--- src/sv/ape_pkg.sv ---
// Shared types and constants for the arc pricing engine.
`timescale 1ns / 1ps
`default_nettype none
package ape_pkg;
  localparam int ARC_COUNT  = 4096;
  localparam int NODE_COUNT = 1024;
  localparam int ARC_AW     = $clog2(ARC_COUNT);
  localparam int NODE_AW    = $clog2(NODE_COUNT);
  localparam logic [63:0] MAX_S64 = 64'h7FFF_FFFF_FFFF_FFFF;

  localparam logic [2:0] KIND_LOAD_ARC  = 3'd0;
  localparam logic [2:0] KIND_LOAD_NODE = 3'd1;
  localparam logic [2:0] KIND_PRICE     = 3'd2;
  localparam logic [2:0] KIND_CLOSE     = 3'd3;
  localparam logic [2:0] KIND_PRICE_OUT = 3'd4;

  typedef enum logic [2:0] {
    ST_IDLE, ST_ARC, ST_TAIL, ST_HEAD, ST_APPLY, ST_OUT
  } state_t;

  // Sequencer controls for the datapath
  typedef struct packed {
    logic load_arc;
    logic load_node;
    logic cap_arc;
    logic cap_tail;
    logic cap_head;
    logic do_price;
    logic do_close;
    logic do_apply;
  } ctrl_t;
endpackage
`default_nettype wire

--- src/sv/ape_ctrl.sv ---
// Sequencer for the arc pricing engine.
`timescale 1ns / 1ps
`default_nettype none
module ape_ctrl (
  input  wire              clk,
  input  wire              rst,
  input  wire              in_fire,
  input  wire [2:0]        kind,
  input  wire              neg,
  input  wire              out_taken,
  output logic             busy,
  output logic             out_valid,
  output ape_pkg::ctrl_t   ctrl
);
  ape_pkg::state_t state, state_next;
  logic [2:0] kind_r;

  always_ff @(posedge clk) begin
    if (rst) begin
      state <= ape_pkg::ST_IDLE;
    end else begin
      state <= state_next;
    end
  end
  always_ff @(posedge clk) begin
    if (in_fire) kind_r <= kind;
  end

  // Next state
  always_comb begin
    state_next = state;
    unique case (state)
      ape_pkg::ST_IDLE: begin
        if (in_fire) begin
          if (kind == ape_pkg::KIND_PRICE || kind == ape_pkg::KIND_PRICE_OUT)
            state_next = ape_pkg::ST_ARC;
          else if (kind == ape_pkg::KIND_CLOSE) state_next = ape_pkg::ST_OUT;
        end
      end
      ape_pkg::ST_ARC:  state_next = ape_pkg::ST_TAIL;
      ape_pkg::ST_TAIL: state_next = ape_pkg::ST_HEAD;
      ape_pkg::ST_HEAD: state_next = (kind_r == ape_pkg::KIND_PRICE) ?
                                     ape_pkg::ST_IDLE : ape_pkg::ST_APPLY;
      ape_pkg::ST_APPLY: state_next = ape_pkg::ST_OUT;
      ape_pkg::ST_OUT:  if (out_taken) state_next = ape_pkg::ST_IDLE;
      default: state_next = ape_pkg::ST_IDLE;
    endcase
  end

  // Outputs
  always_comb begin
    ctrl = '0;
    busy = (state != ape_pkg::ST_IDLE);
    out_valid = (state == ape_pkg::ST_OUT);
    unique case (state)
      ape_pkg::ST_IDLE: begin
        ctrl.load_arc  = in_fire && kind == ape_pkg::KIND_LOAD_ARC;
        ctrl.load_node = in_fire && kind == ape_pkg::KIND_LOAD_NODE;
        ctrl.do_close  = in_fire && kind == ape_pkg::KIND_CLOSE;
      end
      ape_pkg::ST_ARC:  ctrl.cap_arc = 1'b1;
      ape_pkg::ST_TAIL: ctrl.cap_tail = 1'b1;
      ape_pkg::ST_HEAD: begin
        ctrl.cap_head = 1'b1;
        ctrl.do_price = (kind_r == ape_pkg::KIND_PRICE);
      end
      ape_pkg::ST_APPLY: ctrl.do_apply = neg;
      default: ;
    endcase
  end
endmodule
`default_nettype wire

--- config.mk ---
export PLATFORM = sky130hd
export DESIGN_NAME = ape_ctrl
export DESIGN_NICKNAME = d
export VERILOG_FILES = /design/src/sv/ape_pkg.sv /design/src/sv/ape_ctrl.sv
export SDC_FILE = /design/constraint.sdc
export NUM_CORES = 1
export LEC_CHECK = 0
export ABC_AREA = 1
export BUFFER_PORTS_ARGS = -buffer_cell sky130_fd_sc_hd__buf_4
export CORE_AREA = 2 2 39 41
export DETAILED_ROUTE_END_ITERATION = 10
export DIE_AREA = 0 0 41 43
export PLACE_DENSITY_LB_ADDON = 0.15
export REMOVE_ABC_BUFFERS = 1
export SLEW_MARGIN = 5
export SYNTH_ARGS = -nofsm -noshare
export SYNTH_HDL_FRONTEND = slang
export SYNTH_SLANG_ARGS = --single-unit
--- constraint.sdc ---
create_clock -name clk -period 2.3 [get_ports clk]
set_input_delay 0.69 -clock clk [delete_from_list [all_inputs] [get_ports clk]]
set_output_delay 0.69 -clock clk [all_outputs]
set_load 0.02 [all_outputs]
==> results.py <==
metrics = {
    "floorplan": {
        "core_region_area_sq_mm": 0.00138,
        "die_height_um": 43,
        "core.rowCount": 14,
        "num_io_pins": 18,
        "die_w_um": 41,
        "floorplan.initialDensity": 0.280,
        "die-area_sq_mm": 0.00176,
    },
    "clocking": {
        "cts_resized": 0,
        "cts_root_buf": "clkbuf_4",
        "deepest_clock_path_buffer_count": 2,
        "tritoncts.num_buffers": 3,
        "clock_tree.htree_level_count": 1,
        "cts_hold_repair.buffers": 0,
        "worst_skew_pair.late_latency_ns": 0.25,
        "cts_setup_buffers": 0,
        "clkTransAtPathRegs_ns": 0.04,
        "clkSinkCount": 6,
        "tritoncts_clock_tree": "yes",
    },
    "place": {
        "globalplace.congestion": 0.702,
        "pre_cts_setup_slack_ns": 0.243,
        "dp.final_hpwl_um": 639,
        "dpl-instance-area_sq_um": 524,
        "place.port_buffers": 17,
    },
    "timing": {
        "finalWorstPathRequiredPeriod_ns": 2.07,
        "slew_viol_final": 0,
        "worst_case_headroom_to_the_max_slew_limit": 0.734,
        "final_min_period_over_clock_period": 0.899,
        "fmax_mhz": 484,
        "clock-skew-final_ns": 0.00235,
        "hold_slack_ns": 0.607,
        "rsz_0062_raised_after_global_routing": "no",
        "finalSetupViolations": 0,
        "layout_setup_ws_ns": 0.232,
        "setup-tns-final_ns": 0,
        "finalHoldViolCount": 0,
        "timing_worst_slew_pin_value_ns": 0.399,
    },
    "finish": {
        "area.growth.synth_to_final_pct": 41.9,
        "final_net_count": 80,
        "num_antenna_cells": 0,
        "drive_gt1_frac": 0.408,
        "finalInstanceArea_sq_um": 551,
    },
    "synth": {
        "netlist.top_cell.by_area": "edfxtp_1",
        "postSynth.topFlopCell": "edfxtp_1",
        "netlist.area_leader.share": 0.232,
        "number_of_enable_type_register_cells_in_the_synthesized_netlist": 3,
        "ys_top_cells_by_area": "edfxtp_1 (23%), dfxtp_1 (15%), nand2_1 (8.7%)",
        "synth.avg_cell_area_sq_um": 7.61,
        "yosys.cell_types.count": 19,
        "synthesis.area_sq_um": 388,
        "synthArstFlopShare": 0,
        "synth.ff_latch_count": 6,
        "synth.yosys.warnings": 0,
        "syn-instance-count": 51,
        "synth_seq_area_share": 0.387,
        "yosysMostFrequentCell": "nand2_1",
        "ys_top_cells_by_count": "nand2_1 (9), inv_1 (8), nor3_1 (4)",
    },
    "setup_path": {
        "path_class": "input port to output port",
        "worstPathCellList": "buf_4 > inv_1 > nand2_1 > nor4_1 > buf_4",
        "startpoint": "kind[2]",
        "worst_ep_required_time_ns": 1.61,
        "end_kind": "output port",
        "slowest_stage": "nor4_1",
        "critical-path-max-stage-delay_ns": 0.23,
        "endpoint_of_the_lowest_slack_register_to_register_path": "state[2]",
        "reg2reg_setup_slack_ns": 1.12,
        "kind_of_start_point_of_the_critical_path": "input port",
        "reg2regPathDepth": 5,
        "cp_most_frequent_cell": "buf_4",
        "path_max_fanout": 3,
        "timing.rr.start": "state[2]",
        "worst_ep_arrival_time_ns": 1.38,
        "critPathCapture": "ctrl[1]",
    },
    "global_routing": {
        "maximum_number_of_pins_on_one_net_before_global_route_repair": 11,
        "first_global_vias": 357,
        "wire_length_of_the_first_global_routing_pass_mm": 1.34,
        "grt_remaining_overflow": 0,
        "antenna_found_initial": 0,
        "gr_usage_total": 0.117,
    },
    "power": {
        "power_density_mw_per_mm2": 1020,
        "switching_share": 0.437,
        "p_int_mw": 0.316,
        "clockPowerShare": 0.188,
        "combPwrFrac": 0.511,
        "net-switching-power_mw": 0.245,
        "irDropWorstVdd_mv": 0.391,
        "leakagePower_nw": 0.266,
        "sequentialPowerShare": 0.301,
    },
    "routing": {
        "viasPerCell": 4.34,
        "routed-wl-met2_um": 363,
        "postRouteAntennaNets": 0,
        "post-route-drc-count": 0,
        "detail_route.wirelength.met1_um": 347,
        "detail_route.wirelength_um": 771,
        "dr.max_layer_used": "met4",
        "route.met3.wl_um": 30,
        "vias": 378,
        "post_drt_wl_per_cell_um": 8.86,
        "detail_route.iter0.violations": 8,
        "drtPass1Iterations": 4,
    },
    "worst_hold_path": {
        "hold_path_depth": 2,
        "hp-class": "input port to flop",
    },
    "status": {
        "outcome": "finished, final reports clean",
    },
    "run": {
        "drv.max_cap_violation_count": 0,
    },
}
## power groups by stage
stage / sequential (mW) / clock [mW] / combinational (mW)
floorplan: 0.164 / 0 / 0.202
finish: 0.169 / 0.105 / 0.286
global placement: 0.171 / 0 / 0.290
CTS: 0.169 / 0.109 / 0.291
detailed placement: 0.171 / 0 / 0.291
global route: 0.175 / 0.115 / 0.318
## layout by cell type, fill, tap and decap left out, drive strengths merged
master  count
nor2        6
clkbuf      4
nor4        1
nand4       2
edfxtp      3
nand2      11
nand3       4
buf        17
nand3b      1
inv        10
dfxtp       3
o21a        1
a21oi       4
nor3        4
## per-layer routing
layer,GRT usage,vias up
li1,-,208
met1,0.150,158
met2,0.153,9
met3,0.0157,3
met4,0.120,0
met5,0,-
## registers in the layout (all words and copies together), names as in the netlist
signal	flops
state	3
kind_r	3
## area by class of cell
cell class	instances	area, sq um
clock buffers	4	26.3
fillers	146	833
inverters	10	37.5
multi-input cells	34	189
flip-flops and latches	6	150
well taps	16	20.0
repair buffers	17	128
## metrics by stage
stage / cells / total power, mW / utilization
after global routing: 87 / 0.607 / 0.398
final: 87 / 0.560 / 0.398
after detailed placement: 83 / 0.461 / 0.379
after floorplan: 50 / 0.367 / -
after global placement: 83 / 0.461 / 0.379
after CTS: 87 / 0.569 / 0.398
## worst min-delay path by stage
| stage | slack (ns) | to | startpoint |
|---|---|---|---|
| 4_1_cts | 0.60 | state[0] | rst |
| 5_1_grt | 0.61 | state[0] | rst |
| 3_3_place_gp | 0.61 | state[0] | state[1] |
| 2_1_floorplan | 0.55 | state[0] | state[1] |
| 6_report | 0.61 | state[0] | rst |
| 3_5_place_dp | 0.61 | state[0] | state[1] |
## cells by family (layout without fill, tap and decap cells)
| group | Yosys count | in the layout | share of synthesized area |
|---|---|---|---|
| compound gates | 5 | 5 | 0.0806 |
| buf+inv | 11 | 31 | 0.126 |
| flops | 6 | 6 | 0.387 |
| simple gates | 29 | 29 | 0.406 |
## worst max-delay path, delay by kind of cell
family                 cells  cell delay (ns)
and+or+nand+nor            2             0.31
buffers and inverters      3             0.39
No activity file was read; power rests on OpenSTA's default activity.
